<file path="src/rtl/p2pwa_pkg.sv">
// Shared constants for the peak-to-peak window averager.
// Used by the register block, the tracker and the top level; no dependencies.
package p2pwa_pkg;

   // Window length register
   localparam int WL_BITS = 16;
   localparam logic [WL_BITS-1:0] WL_RESET = 16'd1000;

   // APB register map: one register, word addressed
   localparam int APB_ADDR_BITS = 3;
   localparam int APB_DATA_BITS = 32;
   localparam int REG_IDX_BITS = APB_ADDR_BITS - 2;
   localparam logic [REG_IDX_BITS-1:0] REG_WINDOW_LENGTH = 1'b0;

endpackage

</file>
<file path="src/rtl/p2pwa_if.sv">
// Valid/ready channel interfaces for the sample and result streams.
// Depends on nothing; the payload width follows SAMPLE_BITS.
interface p2pwa_req_if #(
   parameter int SAMPLE_BITS = 12
);
   logic                   valid;
   logic                   ready;
   logic [SAMPLE_BITS-1:0] sample;

   modport source (output valid, output sample, input ready);
   modport sink   (input valid, input sample, output ready);
endinterface

interface p2pwa_rsp_if #(
   parameter int SAMPLE_BITS = 12
);
   logic                   valid;
   logic                   ready;
   logic [SAMPLE_BITS-1:0] average_span;
   logic                   window_closed;
   logic [SAMPLE_BITS-1:0] latest_span;

   modport source (output valid, output average_span, output window_closed,
                   output latest_span, input ready);
   modport sink   (input valid, input average_span, input window_closed,
                   input latest_span, output ready);
endinterface

</file>
<file path="src/rtl/peak_to_peak_window_averager_top.sv">
// Peak-to-peak window averager. Each sample transaction yields one result
// transaction, registered through stage one and the output stage, and a new
// sample is taken every cycle unless both stages are full and the result side
// stalls: the state update (min/max, ring write, running sum) completes in the
// accept cycle because the ring entry to be replaced is read ahead from its
// RAM at the current pointer. The average is the running sum times a reciprocal
// of NUM_SPANS, computed in the second stage. There is no clearing pass after
// reset; unwritten ring entries read as zero through per-entry valid bits.
module peak_to_peak_window_averager_top
   import p2pwa_pkg::*;
#(
   parameter int NUM_SPANS   = 10,
   parameter int SAMPLE_BITS = 12
) (
   input  logic                     clock,
   input  logic                     reset,
   p2pwa_req_if.sink                req_chan,
   p2pwa_rsp_if.source              rsp_chan,
   input  logic                     psel,
   input  logic                     penable,
   input  logic                     pwrite,
   input  logic [APB_ADDR_BITS-1:0] paddr,
   input  logic [APB_DATA_BITS-1:0] pwdata,
   output logic [APB_DATA_BITS-1:0] prdata,
   output logic                     pready
);

   localparam int SUM_BITS  = SAMPLE_BITS + ((NUM_SPANS > 1) ? $clog2(NUM_SPANS) : 0);
   localparam int DIV_SHIFT = SUM_BITS + 5;
   localparam int PROD_BITS = SUM_BITS + DIV_SHIFT + 1;
   localparam logic [DIV_SHIFT:0] RECIP =
      (DIV_SHIFT + 1)'(((64'd1 << DIV_SHIFT) + 64'(NUM_SPANS) - 64'd1) / 64'(NUM_SPANS));

   logic [WL_BITS-1:0]     window_length;
   logic                   accept;
   logic                   close;
   logic [SAMPLE_BITS-1:0] span;
   logic [SUM_BITS-1:0]    span_sum;
   logic [SAMPLE_BITS-1:0] latest_span;
   logic [PROD_BITS-1:0]   product;

   logic                   s1_valid_ff, s1_valid_in;
   logic                   s1_closed_ff;
   logic                   out_valid_ff, out_valid_in;
   logic [SAMPLE_BITS-1:0] out_avg_ff;
   logic                   out_closed_ff;
   logic [SAMPLE_BITS-1:0] out_latest_ff;
   logic                   out_adv;
   logic                   s1_adv;

   p2pwa_csr u_csr (
      .clock         (clock),
      .reset         (reset),
      .psel          (psel),
      .penable       (penable),
      .pwrite        (pwrite),
      .paddr         (paddr),
      .pwdata        (pwdata),
      .prdata        (prdata),
      .pready        (pready),
      .window_length (window_length)
   );

   p2pwa_tracker #(
      .SAMPLE_BITS (SAMPLE_BITS)
   ) u_tracker (
      .clock         (clock),
      .reset         (reset),
      .accept        (accept),
      .sample        (req_chan.sample),
      .window_length (window_length),
      .close         (close),
      .span          (span)
   );

   p2pwa_ring #(
      .NUM_SPANS   (NUM_SPANS),
      .SAMPLE_BITS (SAMPLE_BITS),
      .SUM_BITS    (SUM_BITS)
   ) u_ring (
      .clock       (clock),
      .reset       (reset),
      .accept      (accept),
      .close       (close),
      .span        (span),
      .span_sum    (span_sum),
      .latest_span (latest_span)
   );

   // Stage one holds only the flag; the sum and latest span it refers to are
   // the ring state itself, which cannot move until stage one hands its entry on.
   assign out_adv        = !out_valid_ff || rsp_chan.ready;
   assign s1_adv         = !s1_valid_ff || out_adv;
   assign req_chan.ready = s1_adv;
   assign accept         = req_chan.valid && s1_adv;

   assign product = PROD_BITS'(span_sum) * PROD_BITS'(RECIP);

   always_comb begin
      s1_valid_in  = s1_valid_ff;
      out_valid_in = out_valid_ff;
      if (out_adv) begin
         out_valid_in = s1_valid_ff;
      end
      if (s1_adv) begin
         s1_valid_in = accept;
      end
   end

   always_ff @(posedge clock) begin
      if (reset) begin
         s1_valid_ff  <= 1'b0;
         out_valid_ff <= 1'b0;
      end else begin
         s1_valid_ff  <= s1_valid_in;
         out_valid_ff <= out_valid_in;
      end
   end

   always_ff @(posedge clock) begin
      if (accept) begin
         s1_closed_ff <= close;
      end
      if (out_adv && s1_valid_ff) begin
         out_avg_ff    <= product[DIV_SHIFT +: SAMPLE_BITS];
         out_closed_ff <= s1_closed_ff;
         out_latest_ff <= latest_span;
      end
   end

   assign rsp_chan.valid         = out_valid_ff;
   assign rsp_chan.average_span  = out_avg_ff;
   assign rsp_chan.window_closed = out_closed_ff;
   assign rsp_chan.latest_span   = out_latest_ff;

   a_accept_fills : assert property (@(posedge clock) disable iff (reset)
      accept |=> s1_valid_ff)
      else $error("accepted transaction not held in stage one");

   a_s1_hold : assert property (@(posedge clock) disable iff (reset)
      (s1_valid_ff && !out_adv) |=> (s1_valid_ff && $stable(s1_closed_ff)))
      else $error("stage one overwritten while the result side stalls");

   a_no_accept_stalled : assert property (@(posedge clock) disable iff (reset)
      (s1_valid_ff && out_valid_ff && !rsp_chan.ready) |-> !accept)
      else $error("sample accepted while both stages are stalled");

endmodule

</file>
<file path="src/rtl/p2pwa_ram.sv">
// Generic single-write, single-read synchronous RAM with registered read data.
// No dependencies.
module p2pwa_ram #(
   parameter int WIDTH = 12,
   parameter int DEPTH = 10,
   localparam int ADDR_BITS = (DEPTH > 1) ? $clog2(DEPTH) : 1
) (
   input  logic                 clock,
   input  logic                 wr_en,
   input  logic [ADDR_BITS-1:0] wr_addr,
   input  logic [WIDTH-1:0]     wr_data,
   input  logic [ADDR_BITS-1:0] rd_addr,
   output logic [WIDTH-1:0]     rd_data
);

   logic [WIDTH-1:0] mem [DEPTH];
   logic [WIDTH-1:0] rd_data_ff;

   always_ff @(posedge clock) begin
      if (wr_en) begin
         mem[wr_addr] <= wr_data;
      end
      rd_data_ff <= mem[rd_addr];
   end

   assign rd_data = rd_data_ff;

endmodule

</file>
<file path="src/rtl/p2pwa_csr.sv">
// APB register block holding the window length.
// Depends on p2pwa_pkg for the register map and reset value.
module p2pwa_csr
   import p2pwa_pkg::*;
(
   input  logic                     clock,
   input  logic                     reset,
   input  logic                     psel,
   input  logic                     penable,
   input  logic                     pwrite,
   input  logic [APB_ADDR_BITS-1:0] paddr,
   input  logic [APB_DATA_BITS-1:0] pwdata,
   output logic [APB_DATA_BITS-1:0] prdata,
   output logic                     pready,
   output logic [WL_BITS-1:0]       window_length
);

   logic [WL_BITS-1:0]      wl_ff;
   logic [WL_BITS-1:0]      wl_in;
   logic [REG_IDX_BITS-1:0] reg_idx;
   logic                    hit;

   assign reg_idx = paddr[APB_ADDR_BITS-1:2];
   assign hit     = (reg_idx == REG_WINDOW_LENGTH);

   always_comb begin
      wl_in = wl_ff;
      if (psel && penable && pwrite && hit) begin
         wl_in = pwdata[WL_BITS-1:0];
      end
   end

   always_ff @(posedge clock) begin
      if (reset) begin
         wl_ff <= WL_RESET;
      end else begin
         wl_ff <= wl_in;
      end
   end

   assign prdata        = hit ? APB_DATA_BITS'(wl_ff) : '0;
   assign pready        = 1'b1;
   assign window_length = wl_ff;

endmodule

</file>
<file path="src/rtl/p2pwa_tracker.sv">
// Running maximum, minimum and sample count of the open window.
// Depends on p2pwa_pkg for the window length width.
module p2pwa_tracker
   import p2pwa_pkg::*;
#(
   parameter int SAMPLE_BITS = 12
) (
   input  logic                   clock,
   input  logic                   reset,
   input  logic                   accept,
   input  logic [SAMPLE_BITS-1:0] sample,
   input  logic [WL_BITS-1:0]     window_length,
   output logic                   close,
   output logic [SAMPLE_BITS-1:0] span
);

   logic [SAMPLE_BITS-1:0] max_ff, max_in;
   logic [SAMPLE_BITS-1:0] min_ff, min_in;
   logic [WL_BITS-1:0]     count_ff, count_in;

   // A sample arriving once the count has reached the length closes the window.
   assign close = (count_ff >= window_length);
   // An empty window leaves max below min, and the span then reads as zero.
   assign span  = (max_ff >= min_ff) ? (max_ff - min_ff) : '0;

   always_comb begin
      max_in   = max_ff;
      min_in   = min_ff;
      count_in = count_ff;
      if (accept) begin
         if (close) begin
            max_in   = '0;
            min_in   = '1;
            count_in = '0;
         end else begin
            if (sample > max_ff) begin
               max_in = sample;
            end
            if (sample < min_ff) begin
               min_in = sample;
            end
            count_in = count_ff + WL_BITS'(1);
         end
      end
   end

   always_ff @(posedge clock) begin
      if (reset) begin
         max_ff   <= '0;
         min_ff   <= '1;
         count_ff <= '0;
      end else begin
         max_ff   <= max_in;
         min_ff   <= min_in;
         count_ff <= count_in;
      end
   end

   a_count_step : assert property (@(posedge clock) disable iff (reset)
      (accept && !close) |=> (count_ff == $past(count_ff) + WL_BITS'(1)))
      else $error("sample count did not advance on a tracked sample");

   a_min_max : assert property (@(posedge clock) disable iff (reset)
      (count_ff != '0) |-> (min_ff <= max_ff))
      else $error("running minimum above maximum in a non-empty window");

endmodule

</file>
<file path="src/rtl/p2pwa_ring.sv">
// Ring of stored spans in a RAM, with pointer, running sum and latest span.
// Depends on p2pwa_ram. The old entry is read ahead at the pointer.
module p2pwa_ring #(
   parameter int NUM_SPANS   = 10,
   parameter int SAMPLE_BITS = 12,
   parameter int SUM_BITS    = 16,
   localparam int PTR_BITS = (NUM_SPANS > 1) ? $clog2(NUM_SPANS) : 1
) (
   input  logic                   clock,
   input  logic                   reset,
   input  logic                   accept,
   input  logic                   close,
   input  logic [SAMPLE_BITS-1:0] span,
   output logic [SUM_BITS-1:0]    span_sum,
   output logic [SAMPLE_BITS-1:0] latest_span
);

   logic [PTR_BITS-1:0]    ptr_ff, ptr_in;
   logic [SUM_BITS-1:0]    sum_ff, sum_in;
   logic [SAMPLE_BITS-1:0] latest_ff, latest_in;
   logic [NUM_SPANS-1:0]   valid_ff, valid_in;
   logic                   rd_vld_ff, rd_vld_in;
   logic                   fwd_ff, fwd_in;
   logic [SAMPLE_BITS-1:0] fwd_data_ff;
   logic [SAMPLE_BITS-1:0] ram_q;
   logic [SAMPLE_BITS-1:0] old_span;
   logic                   wr_en;

   assign wr_en = accept && close;

   // The read address follows the next pointer, so the entry about to be
   // overwritten is always waiting at the RAM output. A write to the entry
   // being read in the same cycle is forwarded.
   assign old_span = fwd_ff    ? fwd_data_ff :
                     rd_vld_ff ? ram_q       : '0;

   always_comb begin
      ptr_in    = ptr_ff;
      sum_in    = sum_ff;
      latest_in = latest_ff;
      valid_in  = valid_ff;
      if (wr_en) begin
         ptr_in           = (ptr_ff == PTR_BITS'(NUM_SPANS - 1)) ? '0
                                                                 : ptr_ff + PTR_BITS'(1);
         sum_in           = sum_ff - SUM_BITS'(old_span) + SUM_BITS'(span);
         latest_in        = span;
         valid_in[ptr_ff] = 1'b1;
      end
      rd_vld_in = valid_ff[ptr_in];
      fwd_in    = wr_en && (ptr_ff == ptr_in);
   end

   p2pwa_ram #(
      .WIDTH (SAMPLE_BITS),
      .DEPTH (NUM_SPANS)
   ) u_ram (
      .clock   (clock),
      .wr_en   (wr_en),
      .wr_addr (ptr_ff),
      .wr_data (span),
      .rd_addr (ptr_in),
      .rd_data (ram_q)
   );

   always_ff @(posedge clock) begin
      if (reset) begin
         ptr_ff    <= '0;
         sum_ff    <= '0;
         latest_ff <= '0;
         valid_ff  <= '0;
         rd_vld_ff <= 1'b0;
         fwd_ff    <= 1'b0;
      end else begin
         ptr_ff    <= ptr_in;
         sum_ff    <= sum_in;
         latest_ff <= latest_in;
         valid_ff  <= valid_in;
         rd_vld_ff <= rd_vld_in;
         fwd_ff    <= fwd_in;
      end
   end

   always_ff @(posedge clock) begin
      fwd_data_ff <= span;
   end

   assign span_sum    = sum_ff;
   assign latest_span = latest_ff;

   a_ptr_range : assert property (@(posedge clock) disable iff (reset)
      ptr_ff <= PTR_BITS'(NUM_SPANS - 1))
      else $error("ring pointer beyond the last entry");

   a_entry_valid : assert property (@(posedge clock) disable iff (reset)
      wr_en |=> valid_ff[$past(ptr_ff)])
      else $error("written ring entry not marked valid");

endmodule

</file>
<file path="src/flat_wrapper.sv">
// flat-port wrapper written by rule: the top's interface ports become plain ports
module peak_to_peak_window_averager_top_flat import p2pwa_pkg::*;
#(
   parameter int NUM_SPANS   = 10,
   parameter int SAMPLE_BITS = 12
)
  (clock, reset, psel, penable, pwrite, paddr, pwdata, prdata, pready, req_chan_valid, req_chan_sample, req_chan_ready, rsp_chan_valid, rsp_chan_average_span, rsp_chan_window_closed, rsp_chan_latest_span, rsp_chan_ready);
  p2pwa_req_if #(.SAMPLE_BITS(SAMPLE_BITS)) req_chan_i ();
  p2pwa_rsp_if #(.SAMPLE_BITS(SAMPLE_BITS)) rsp_chan_i ();
  input  logic clock;
  input  logic reset;
  input  logic psel;
  input  logic penable;
  input  logic pwrite;
  input  logic [APB_ADDR_BITS-1:0] paddr;
  input  logic [APB_DATA_BITS-1:0] pwdata;
  output logic [APB_DATA_BITS-1:0] prdata;
  output logic pready;
  input wire logic [$bits(req_chan_i.valid)-1:0] req_chan_valid;
  input wire logic [$bits(req_chan_i.sample)-1:0] req_chan_sample;
  output wire logic [$bits(req_chan_i.ready)-1:0] req_chan_ready;
  output wire logic [$bits(rsp_chan_i.valid)-1:0] rsp_chan_valid;
  output wire logic [$bits(rsp_chan_i.average_span)-1:0] rsp_chan_average_span;
  output wire logic [$bits(rsp_chan_i.window_closed)-1:0] rsp_chan_window_closed;
  output wire logic [$bits(rsp_chan_i.latest_span)-1:0] rsp_chan_latest_span;
  input wire logic [$bits(rsp_chan_i.ready)-1:0] rsp_chan_ready;
  assign req_chan_i.valid = req_chan_valid;
  assign req_chan_i.sample = req_chan_sample;
  assign req_chan_ready = req_chan_i.ready;
  assign rsp_chan_valid = rsp_chan_i.valid;
  assign rsp_chan_average_span = rsp_chan_i.average_span;
  assign rsp_chan_window_closed = rsp_chan_i.window_closed;
  assign rsp_chan_latest_span = rsp_chan_i.latest_span;
  assign rsp_chan_i.ready = rsp_chan_ready;
  peak_to_peak_window_averager_top #(.NUM_SPANS(NUM_SPANS), .SAMPLE_BITS(SAMPLE_BITS)) u_core (.clock(clock), .reset(reset), .req_chan(req_chan_i), .rsp_chan(rsp_chan_i), .psel(psel), .penable(penable), .pwrite(pwrite), .paddr(paddr), .pwdata(pwdata), .prdata(prdata), .pready(pready));
endmodule
</file>
<file path="config.mk">
export PLATFORM = sky130hd
export DESIGN_NAME = peak_to_peak_window_averager_top_flat
export DESIGN_NICKNAME = d
export VERILOG_FILES = /design/src/rtl/p2pwa_pkg.sv /design/src/rtl/p2pwa_if.sv /design/src/rtl/peak_to_peak_window_averager_top.sv /design/src/rtl/p2pwa_ram.sv /design/src/rtl/p2pwa_csr.sv /design/src/rtl/p2pwa_tracker.sv /design/src/rtl/p2pwa_ring.sv /design/src/flat_wrapper.sv
export SDC_FILE = /design/constraint.sdc
export NUM_CORES = 1
export LEC_CHECK = 0
export ABC_CLOCK_PERIOD_IN_PS = 5600
export BUFFER_PORTS_ARGS = -buffer_cell sky130_fd_sc_hd__buf_2
export CAP_MARGIN = 20
export CORE_ASPECT_RATIO = 0.6
export CORE_MARGIN = 2
export CORE_UTILIZATION = 56
export CTS_CLUSTER_DIAMETER = 50
export DETAILED_ROUTE_END_ITERATION = 16
export MAX_ROUTING_LAYER = met4
export PLACE_DENSITY_LB_ADDON = 0.15
export SLEW_MARGIN = 20
export SYNTH_ARGS = -nofsm -noshare
export SYNTH_HDL_FRONTEND = slang
export SYNTH_SLANG_ARGS = --single-unit
</file>
<file path="constraint.sdc">
create_clock -name clock -period 5.6 [get_ports clock]
set_input_delay 1.4 -clock clock [delete_from_list [all_inputs] [get_ports clock]]
set_output_delay 1.4 -clock clock [all_outputs]
set_load 0.05 [all_outputs]
</file>
==> metrics.yaml, run 1 <==
outcome:
  run_status: "complete, no violations"
synthesis:
  ys_warn_count: 0
  synth_cell_types: 70
  seq_area_frac_synth_pct: 40.30
  syn-cell-area_sq_um: 17140
  synth-main-ff-cell: "edfxtp_1"
  syn_area_per_cell_sq_um: 10.09
  synth_edf_count: 146
  ys_ff_latch: 272
  async_flop_share_pct: 0
  synth_cells: 1698
setup_path:
  cp-end-kind: "flop"
  rr_endpoint: "u_core.rsp_chan.average_span[10]"
  worstSetupPathType: "flop to flop"
  r2r_cells: 20
  worstPathMaxFanout: 6
  cp.required_ns: 5.91
  r2r-start: "u_core.u_ring.span_sum[4]"
  critPathLaunchType: "flop"
  r2r_slack_ns: 0.16
  cp.arrival_ns: 5.75
timing:
  worst_slack_ns: 0.1624
  final-max-slew-violation-count: 0
  setup_tns_ns: 0
  fin_crit_sh_pct: 97.10
  finalHoldViolCount: 0
  worst_pin_slew_ns: 1.115
  setup_viol: 0
  whs_ns: 0.4314
  clock_skew_ns: 0.009346
  relSlewSlack_pct: 25.40
  fmax_mhz: 183.9
  period_minus_slack_ns: 5.438
finish:
  drive_gt1_share_pct: 13.44
  final_util_pct: 64.62
  nets: 2155
  area_growth_pct: 13.28
  n_fill_cell: 2436
  antenna_cells: 0
  final_cell_mix: "inv_1, ha_1, edfxtp_1"
  mostFrequentLayoutCell: "inv_1"
floorplanning:
  rows: 49
  die_w_um: 229.8
  core-area_sq_um: 30040
  ios: 114
  dieHeight_um: 139.5
  start_util_pct: 57.05
  die-area_sq_um: 32060
cts:
  cts-htree-levels: 1
  clk_latency_ns: 0.56
  clock_path_buffers: 3
  cts_sinks: 272
  clockRootBuffer: "clkbuf_16"
  numCtsBuffers: 28
  cts_tree: "built"
  path_clk_slew_ns: 0.06
job:
  maxCapViolations: 0
pwr:
  powerDensity_nw_per_um2: 223.1
  peakVddDrop_v: 0.0002168
  leakagePower_nw: 8.701
  power_mw: 4.331
drt:
  dr.pass1.iters: 7
  num_vias: 12460
  dr.max_layer_used: "met4"
  wirelength_met1_mm: 20.78
  ant_nets: 0
  wirelength_mm: 41.32
  vias_per_cell: 5.545
  drt_iter0_drc: 1071
  met2WireLength_mm: 16.53
  wl_per_cell_um: 18.40
  drc: 0
  wl_met3_mm: 3.512
global_routing:
  grt_max_degree: 79
  antenna_found_initial: 0
  grt_pass1_wl_mm: 65.39
  grt-ovfl-total: 0
  first_global_vias: 12210
  grt.total_usage_pct: 26.81
hold_path:
  hp-class: "flop to flop"
  hold_end: "u_core.rsp_chan.latest_span[5]"
  min_from: "u_core.u_ring.latest_span[5]"
  hold_depth: 0
place:
  portBuffers: 78
  post-place-ws_ns: -0.007172
  hpwl_mm: 30.80
  gp_routability_congestion: 0.9357
[metrics by stage]
stage | area (sq um) | cells
floorplan | 17200 | 1714
global placement | 18270 | 2193
detailed placement | 18270 | 2193
CTS | 19230 | 2245
global route | 19410 | 2246
finish | 19410 | 2246
[state kept, by name (all words and copies together), names as in the netlist, 10 cells and up]
register,count
u_core.u_ring.u_ram.mem,120
u_core.u_ring.latest_span,12
u_core.rsp_chan.latest_span,12
u_core.u_ring.u_ram.rd_data,12
u_core.u_csr.window_length,16
u_core.u_tracker.min_ff,12
u_core.rsp_chan.average_span,12
u_core.u_ring.fwd_data_ff,12
u_core.u_tracker.max_ff,12
u_core.u_ring.span_sum,16
u_core.u_ring.valid_ff,10
u_core.u_tracker.count_ff,16
[final cells by class]
class                   instances  area [sq um]  share of cell area [%]
multi-input cells            1086          9074                   46.74
flip-flops and latches        272          6918                   35.63
inverters                     284          1066                   5.491
repair buffers                144         893.4                   4.602
clock buffers                  35         789.5                   4.067
well taps                     408         510.5                   2.630
clock inverters                17         162.7                  0.8378
[timing repair]
| action | 4_1_cts | 5_1_grt |
|---|---|---|
| hold buffers | 0 | 0 |
| endpoints found under the setup margin | 2 | 14 |
| buffers inserted | 0 | 1 |
| resized for setup | 1 | 38 |
| pin swaps | 0 | 10 |
[where the power goes]
group	switching, mW	internal [mW]	total, mW
Sequential	0.0164	2.11	2.12
Combinational	0.198	0.0911	0.289
Clock	0.815	1.10	1.92
Total	1.03	3.30	4.33
[cells in the mapped netlist (all sizes together) (29+ instances only)]
| cell | number | area (sq um) |
|---|---|---|
| ha | 193 | 2415 |
| clkbuf | 31 | 116.4 |
| nand2 | 144 | 540.5 |
| edfxtp | 146 | 4384 |
| a21oi | 88 | 447.9 |
| nor2 | 141 | 529.3 |
| nand3 | 49 | 245.2 |
| inv | 284 | 1066 |
| dfxtp | 126 | 2522 |
| fa | 92 | 1842 |
| buf | 41 | 264.0 |
| o21ai | 37 | 185.2 |
| xnor2 | 29 | 254.0 |
[worst max path at each step]
stage,from,cells past startpoint,slack (ns),endpoint
after global placement,u_core.u_ring.span_sum[7],21,0.07,u_core.rsp_chan.average_span[11]
final,u_core.u_ring.span_sum[4],20,0.16,u_core.rsp_chan.average_span[10]
after CTS,u_core.u_ring.span_sum[7],20,0.04,u_core.rsp_chan.average_span[10]
after global routing,u_core.u_ring.span_sum[13],23,-0.06,u_core.rsp_chan.average_span[10]
after detailed placement,u_core.u_ring.span_sum[7],21,-0.007,u_core.rsp_chan.average_span[11]
after floorplan,u_core.u_ring.span_sum[5],21,0.27,u_core.rsp_chan.average_span[10]
[worst max-delay path: stages (launching register included)]
cell and delay, ns:
dfxtp_2 0.38, ha_2 0.35, inv_1 0.05, fa_1 0.49, inv_1 0.05, fa_1 0.55
fa_1 0.45, fa_1 0.55, inv_1 0.06, fa_1 0.53, inv_1 0.05, ha_1 0.31
o21a_1 0.12, o211ai_1 0.22, a21oi_2 0.09, a21oi_2 0.15, buf_6 0.14, o21ai_4 0.06
a211o_1 0.36, a21oi_2 0.18, xnor2_1 0.08
[layer usage]
| metal | vias to the layer above | GRT usage, % |
|---|---|---|
| met1 | 6081 | 41.56 |
| met5 | - | - |
| li1 | 5941 | - |
| met4 | 0 | 4.890 |
| met3 | 41 | 5.451 |
| met2 | 392 | 36.14 |
[cell families after synthesis]
kind of cell	synth area share, %
buf+inv	8.440
other cells	0.04382
compound gates	10.56
mux	1.219
fa+ha+maj	24.84
xor+xnor	2.862
simple gates	11.73
flops	40.30
(Power assumes the default switching activity.)
==> run 2: changes to the inputs <==
--- a/config.mk
+++ b/config.mk
@@ -5,16 +5,16 @@
 export SDC_FILE = /design/constraint.sdc
 export NUM_CORES = 1
 export LEC_CHECK = 0
-export ABC_CLOCK_PERIOD_IN_PS = 5600
+export ABC_CLOCK_PERIOD_IN_PS = 6250
 export BUFFER_PORTS_ARGS = -buffer_cell sky130_fd_sc_hd__buf_2
 export CAP_MARGIN = 20
 export CORE_ASPECT_RATIO = 0.6
 export CORE_MARGIN = 2
-export CORE_UTILIZATION = 56
+export CORE_UTILIZATION = 60
 export CTS_CLUSTER_DIAMETER = 50
 export DETAILED_ROUTE_END_ITERATION = 16
 export MAX_ROUTING_LAYER = met4
-export PLACE_DENSITY_LB_ADDON = 0.15
+export PLACE_DENSITY = 0.79
 export SLEW_MARGIN = 20
 export SYNTH_ARGS = -nofsm -noshare
 export SYNTH_HDL_FRONTEND = slang
==> constraint.sdc (replaced) <==
create_clock -name clock -period 6.25 [get_ports clock]
set_input_delay 1.5625 -clock clock [delete_from_list [all_inputs] [get_ports clock]]
set_output_delay 1.5625 -clock clock [all_outputs]
set_load 0.05 [all_outputs]
==> run 2 against run 1 <==
  * Clock skew increased by 0.0081 ns
  * Clock power decreased by 2%
  * Maximum frequency shrank 9.1%
  * Non-clock buffer count shrank 36
  * Cell area is 2.2% lower
  * Flip-flop and latch count is the same
  * Wire length is 1.9% lower
  * Sequential share of layout area increased by 0.73 points
  * Sequential power fell by 9.9%
  * Global-route usage grew 1.8 points
  * Utilization grew 3.7 points
  * Critical endpoint unchanged
  * Highest routed layer unchanged
==> metrics.yaml, run 2 (synthesized netlist as in run 1, its figures left out) <==
outcome:
  run_status: "complete, no violations"
cts:
  numCtsBuffers: 29  # +3.6%
  clock_path_buffers: 3  # unchanged
  hold_buffers: 0  # unchanged
  cts-htree-levels: 1  # unchanged
  post_cts_buffers: 0  # unchanged
  cts_tree: "built"
  cts_sinks: 272  # unchanged
  clockRootBuffer: "clkbuf_16"
  clk_latency_ns: 0.56  # about the same
  path_clk_slew_ns: 0.06  # about the same
setup_path:
  cp.required_ns: 6.55  # +0.64 ns
  cp_common_cell: "fa_1"
  r2r_cells: 19  # -5.0%
  r2r_slack_ns: 0.27  # +0.11 ns
  rr_endpoint: "u_core.rsp_chan.average_span[10]"
  cp-end-kind: "flop"
  critPathLaunchType: "flop"
  critical_path.cell_chain: "ha_1, inv_1, fa_1, inv_1, fa_1, fa_1, fa_1, inv_1, fa_1, inv_1, ha_1, o21a_1, o211ai_1, a21oi_1, a21oi_1, o21ai_1, a211o_1, a21oi_1, xnor2_1"
  cp.arrival_ns: 6.28  # +0.53 ns
  slowest_stage: "fa_1"
  slowest_delay_ns: 0.54  # about the same
  critPathTopFamily: "adder cells"
  r2r-start: "u_core.u_ring.span_sum[7]"
  crit_buf_inv: 4  # -1
  worstPathMaxFanout: 7  # +1
  worstSetupPathType: "flop to flop"
drt:
  num_vias: 12450  # -0.032%
  vias_per_cell: 5.738  # +3.5%
  drt_iter0_drc: 1222  # +14%
  drc: 0  # unchanged
  wl_met3_mm: 3.495  # -0.48%
  dr.max_layer_used: "met4"
  ant_nets: 0  # unchanged
  dr.pass1.iters: 5  # -2
  met2WireLength_mm: 16.95  # +2.5%
  wirelength_mm: 40.52  # -1.9%
  wl_per_cell_um: 18.67  # +1.5%
  wirelength_met1_mm: 19.29  # -7.2%
floorplanning:
  die_w_um: 222.2  # -3.3%
  core-area_sq_um: 27820  # -7.4%
  dieHeight_um: 134.9  # -3.3%
  die-area_sq_um: 29980  # -6.5%
  ios: 114  # unchanged
  start_util_pct: 61.61  # +4.6 points
  rows: 47  # -4.1%
pwr:
  p_int_mw: 3.089  # -6.5%
  powerDensity_nw_per_um2: 212.6  # -4.7%
  leakagePower_nw: 8.571  # -1.5%
  netSwitchingFraction_pct: 23.50  # -0.26 points
  p_sw_mw: 0.9488  # -7.8%
  seqPwrFrac_pct: 47.2  # -1.8 points
  p_comb_share_pct: 6.2  # -0.5 points
  p_clk_share_pct: 46.6  # +2.3 points
  peakVddDrop_v: 0.0001857  # -14%
global_routing:
  grt_pass1_wl_mm: 65.30  # -0.14%
  grt-ovfl-total: 0  # unchanged
  first_global_vias: 12190  # -0.14%
  grt.total_usage_pct: 28.57  # +1.8 points
  antenna_found_initial: 0  # unchanged
  grt_max_degree: 62  # -22%
finish:
  largest-register: "u_core.u_ring.u_ram.mem"
  largest_reg_flops: 120  # unchanged
  antenna_cells: 0  # unchanged
  n_fill_cell: 2112  # -13%
  area_growth_pct: 10.82
  final_cell_mix: "inv_1, ha_1, edfxtp_1"
  drive_gt1_share_pct: 10.26  # -3.2 points
  finalNonFillerCells: 2170  # -3.4%
  mostFrequentLayoutCell: "inv_1"
  nets: 2120  # -1.6%
  final_util_pct: 68.28  # +3.7 points
place:
  portBuffers: 78  # unchanged
  dp.cells: 2117  # -3.5%
  gp_routability_congestion: 0.9156  # -2.1%
  hpwl_mm: 29.92  # -2.8%
timing:
  fmax_mhz: 167.2  # -9.1%
  period_minus_slack_ns: 5.982  # +0.5445 ns
  fin_crit_sh_pct: 95.71  # -1.4 points
  setup_tns_ns: 0  # unchanged
  finalHoldViolCount: 0  # unchanged
  worst_pin_slew_ns: 1.082  # -0.03255 ns
  clock_skew_ns: 0.01749  # +0.008145 ns
  relSlewSlack_pct: 27.58  # +2.2 points
  final-max-slew-violation-count: 0  # unchanged
  setup_viol: 0  # unchanged
hold_path:
  hold_end: "u_core.rsp_chan.latest_span[1]"
  hp-class: "flop to flop"
  min_from: "u_core.u_ring.latest_span[1]"
  hold_depth: 0  # unchanged
job:
  maxCapViolations: 0  # unchanged
==> run 2: cell types whose count changed in the layout (fill, tap and decap cells not counted), moves of 3 or more <==
cell       change
ha_1           +8
clkinv_1       -3
a21oi_1        +6
a21oi_2        -6
ha_4           -6
nor2_2         -4
clkinv_2       +3
bufinv_16      +4
dfxtp_2        -6
nor2_1         +4
buf_4         -34
dfxtp_1        +7
==> run 2: power groups by stage <==
stage | sequential [mW] | clock, mW | combinational, mW
floorplan | 1.96 | 0 | 0.173
global placement | 1.94 | 0 | 0.241
detailed placement | 1.94 | 0 | 0.247
CTS | 1.90 | 1.90 | 0.249
global route | 1.91 | 1.97 | 0.276
finish | 1.91 | 1.88 | 0.251
==> run 2: layout make-up <==
class | instances | area, sq um | area share (%)
Multi-Input combinational cell | 1086 | 8894 | 46.83
Sequential cell | 272 | 6907 | 36.37
Inverter | 284 | 1066 | 5.613
Clock buffer | 30 | 729.5 | 3.841
Timing Repair Buffer | 108 | 615.6 | 3.241
Tap cell | 367 | 459.2 | 2.418
Clock inverter | 23 | 321.6 | 1.693
==> run 2: repair_timing <==
action | in CTS | in global routing
setup endpoints to repair | 0 | 1
resized for setup | 0 | 1
endpoints found under the hold margin | 0 | 0
==> run 2: through the flow <==
step	hold WS [ns]	worst slack, ns	instance area [sq um]	total power, mW
6_report	0.4336	0.2679	18990	4.038
5_1_grt	0.4457	-0.01513	18990	4.148
3_5_place_dp	0.4156	0.2909	17940	2.191
2_1_floorplan	0.4003	0.9191	17200	2.135
4_1_cts	0.4345	0.2864	18990	4.053
3_3_place_gp	0.4139	0.4441	17940	2.184
==> run 2: routing by layer <==
metal  vias to the layer above  track usage [%]
met1                      6046            42.05
met3                        53            5.853
met5                         -                -
met2                       480            40.86
met4                         0            6.044
li1                       5872                -
==> run 2: how the worst max path moves through the flow <==
stage | start | end | slack, ns | cells after the start
after floorplan | u_core.u_ring.span_sum[5] | u_core.rsp_chan.average_span[10] | 0.92 | 21
after global placement | u_core.u_ring.span_sum[7] | u_core.rsp_chan.average_span[10] | 0.44 | 19
after detailed placement | u_core.u_ring.span_sum[7] | u_core.rsp_chan.average_span[10] | 0.29 | 19
after CTS | u_core.u_ring.span_sum[5] | u_core.rsp_chan.average_span[10] | 0.29 | 21
after global routing | u_core.u_tracker.max_ff[0] | u_core.u_ring.span_sum[15] | -0.02 | 22
final | u_core.u_ring.span_sum[7] | u_core.rsp_chan.average_span[10] | 0.27 | 19
==> run 2: worst register-to-register path, cell delays in order, from the launching register on <==
cell and delay (ns):
dfxtp_1 0.44, ha_1 0.38, inv_1 0.11, fa_1 0.55, inv_1 0.05, fa_1 0.52, fa_1 0.53, fa_1 0.54
inv_1 0.05, fa_1 0.53, inv_1 0.04, ha_1 0.29, o21a_1 0.17, o211ai_1 0.21, a21oi_1 0.09, a21oi_1 0.35
o21ai_1 0.23, a211o_1 0.35, a21oi_1 0.23, xnor2_1 0.08
==> run 3: changes to the inputs <==
--- a/config.mk
+++ b/config.mk
@@ -5,6 +5,7 @@
 export SDC_FILE = /design/constraint.sdc
 export NUM_CORES = 1
 export LEC_CHECK = 0
+export ABC_AREA = 1
 export ABC_CLOCK_PERIOD_IN_PS = 6250
 export BUFFER_PORTS_ARGS = -buffer_cell sky130_fd_sc_hd__buf_2
 export CAP_MARGIN = 20
==> run 3 against run 2 <==
  * Via count up 10%
  * Critical path depth unchanged
  * Sequential share of layout area is 0.58 points lower
  * Clock power is 18% lower
  * Utilization is 1.6 points lower
  * Hold slack got worse by 0.017 ns
  * Global-route usage rose by 1.3 points
  * Sequential power barely moved
  * Highest routed layer unchanged
==> metrics.yaml, run 3 <==
outcome:
  run_status: "complete, no violations"
floorplanning:
  die-area_sq_um: 31110  # +3.8%
  start_util_pct: 61.51  # -0.11 points
  rows: 48  # +2.1%
  core-area_sq_um: 28950  # +4.1%
  ios: 114  # unchanged
  die_w_um: 226.4  # +1.9%
  dieHeight_um: 137.4  # +1.9%
finish:
  largest_reg_flops: 120  # unchanged
  nets: 2405  # +13%
  area_growth_pct: 8.384
  final_cell_mix: "inv_1, nand2_1, ha_1"
  antenna_cells: 0  # unchanged
  final_util_pct: 66.66  # -1.6 points
  final_area_sq_um: 19300  # +1.6%
  n_fill_cell: 2303  # +9.0%
  drive_gt1_share_pct: 7.475  # -2.8 points
  mostFrequentLayoutCell: "inv_1"
  largest-register: "u_core.u_ring.u_ram.mem"
setup_path:
  r2r-start: "u_core.u_ring.span_sum[4]"
  cp.arrival_ns: 6.10  # -0.18 ns
  worstSetupPathType: "flop to flop"
  startpoint: "u_core.u_ring.span_sum[4]"
  cp-end-kind: "flop"
  cp.required_ns: 6.55  # about the same
  r2r_cells: 19  # unchanged
  critPathLaunchType: "flop"
  worstPathMaxFanout: 7  # unchanged
cts:
  cts-htree-levels: 1  # unchanged
  path_clk_slew_ns: 0.07  # about the same
  clockRootBuffer: "clkbuf_16"
  clk_latency_ns: 0.56  # about the same
  numCtsBuffers: 27  # -6.9%
  clock_path_buffers: 3  # unchanged
  hold_buffers: 0  # unchanged
  cts_tree: "built"
  cts_sinks: 272  # unchanged
  post_cts_buffers: 0  # unchanged
  ctsResizeCount: 0  # unchanged
synthesis:
  syn_area_per_cell_sq_um: 8.920  # -12%
  synth_most_common_cell: "inv_1"
  async_flop_share_pct: 0  # unchanged
  synth_cell_types: 47  # -33%
  synth_area_leaders: "edfxtp_1, dfxtp_1, ha_1"
  ys_warn_count: 0  # unchanged
  yosys.area.top_type_share_pct: 24.62  # -0.96 points
  synth_cells: 1996  # +18%
  ys_top_cells_by_count: "inv_1, nand2_1, ha_1"
  yosysTopAreaCell: "edfxtp_1"
  seq_area_frac_synth_pct: 38.79  # -1.5 points
  syn-cell-area_sq_um: 17800  # +3.9%
  synth-main-ff-cell: "edfxtp_1"
  ys_ff_latch: 272  # unchanged
  synth_edf_count: 146  # unchanged
timing:
  rsz0062_at_grt: "false"
  fmax_mhz: 172.4  # +3.1%
  relSlewSlack_pct: 32.05  # +4.5 points
  finalHoldViolCount: 0  # unchanged
  clock_skew_ns: 0.01132  # -0.006169 ns
  whs_ns: 0.4162  # -0.01737 ns
  fin_crit_sh_pct: 92.82  # -2.9 points
  setup_tns_ns: 0  # unchanged
  period_minus_slack_ns: 5.801  # -0.1810 ns
  final-max-slew-violation-count: 0  # unchanged
  worst_pin_slew_ns: 1.017  # -0.06539 ns
  setup_viol: 0  # unchanged
drt:
  num_vias: 13700  # +10%
  vias_per_cell: 5.508  # -4.0%
  drt_iter0_drc: 1363  # +12%
  wirelength_mm: 44.29  # +9.3%
  ant_nets: 0  # unchanged
  dr.pass1.iters: 8  # +3
  wl_per_cell_um: 17.81  # -4.6%
  drc: 0  # unchanged
hold_path:
  min_from: "u_core.s1_closed_ff"
  hold_depth: 0  # unchanged
  hp-class: "flop to flop"
global_routing:
  grt.total_usage_pct: 29.84  # +1.3 points
  antenna_found_initial: 0  # unchanged
  grt-ovfl-total: 0  # unchanged
  grt_pass1_wl_mm: 68.31  # +4.6%
  grt_max_degree: 65  # +4.8%
  first_global_vias: 12580  # +3.2%
pwr:
  powerDensity_nw_per_um2: 199.6  # -6.1%
  peakVddDrop_v: 0.0002308  # +24%
  leakagePower_nw: 9.619  # +12%
job:
  maxCapViolations: 0  # unchanged
place:
  gp_routability_congestion: 1.033  # +13%
  dpl_cell_area_sq_um: 18470  # +3.0%
  portBuffers: 78  # unchanged
  hpwl_mm: 33.41  # +12%
-- run 3: cell count changes after synthesis, sizes merged, moves of 12 or more --
cell   before  now
inv       284  417
nor2      141   85
nor2b      18    0
a21oi      88  119
a22oi      13    0
o21ai      37   82
o22a       12    0
nand2     144  370
mux2i      17    0
xnor2      29   13
nor3       27   14
a21o       26    5
nand3      49  142
a32oi      12    0
-- run 3: final timing paths --
check,end,slack (ns)
max,u_core.rsp_chan.average_span[10],0.45
min,u_core.rsp_chan.window_closed,0.42
max reg2reg,u_core.rsp_chan.average_span[10],0.45
min reg2reg,u_core.rsp_chan.window_closed,0.42
-- run 3: power breakdown --
| part | leakage (nW) | internal (mW) | switching [mW] |
|---|---|---|---|
| registers | 2.51 | 1.90 | 0.0162 |
| logic | 6.71 | 0.113 | 0.270 |
| clock network | 0.400 | 0.842 | 0.711 |
| total | 9.62 | 2.86 | 0.997 |
-- run 3: metal layers --
metal  GRT usage, %  share of wire (%)  up-vias
li1               -                  -     6552
met1          45.75                 47     6447
met2          38.53                 38      657
met3          9.384                 13       42
met4          4.751                1.1        0
met5              -                  0        -
-- run 3: kinds of logic after synthesis --
family,synth area share [%]
AO/OA/AOI/OAI,8.700
XOR/XNOR,2.066
buffers and inverters,11.07
adder cells (fa/ha/maj),23.91
AND/OR/NAND/NOR,15.43
other,0.04218
flip-flops,38.79
-- run 3: layout make-up --
type	instances	area, sq um	area share (%)
Sequential cell	272	6907	35.79
Clock inverter	9	65.06	0.3372
Inverter	418	1572	8.144
Multi-Input combinational cell	1256	9010	46.69
Timing Repair Buffer	91	488.0	2.529
Clock buffer	41	755.7	3.916
Tap cell	400	500.5	2.594
-- run 3: stage by stage --
stage / power (mW) / cells / setup WS, ns
after floorplan: 2.233 / 2012 / 1.146
after detailed placement: 2.327 / 2437 / 0.6335
final: 3.852 / 2487 / 0.4489
after CTS: 3.854 / 2487 / 0.5760
after global routing: 3.971 / 2487 / 0.1848
after global placement: 2.314 / 2437 / 0.6603
-- run 3: critical path, stage by stage, from the launching register on --
cell and delay [ns]:
dfxtp_1 0.50, ha_1 0.39, xor2_1 0.20, ha_1 0.36, fa_1 0.55, inv_1 0.06, fa_1 0.54, inv_1 0.06
fa_1 0.52, inv_1 0.05, fa_1 0.52, inv_1 0.04, ha_1 0.35, nand2_1 0.15, nor4_1 0.46, nand3_1 0.12
o211ai_1 0.20, buf_4 0.20, a31oi_1 0.10, xor2_1 0.15
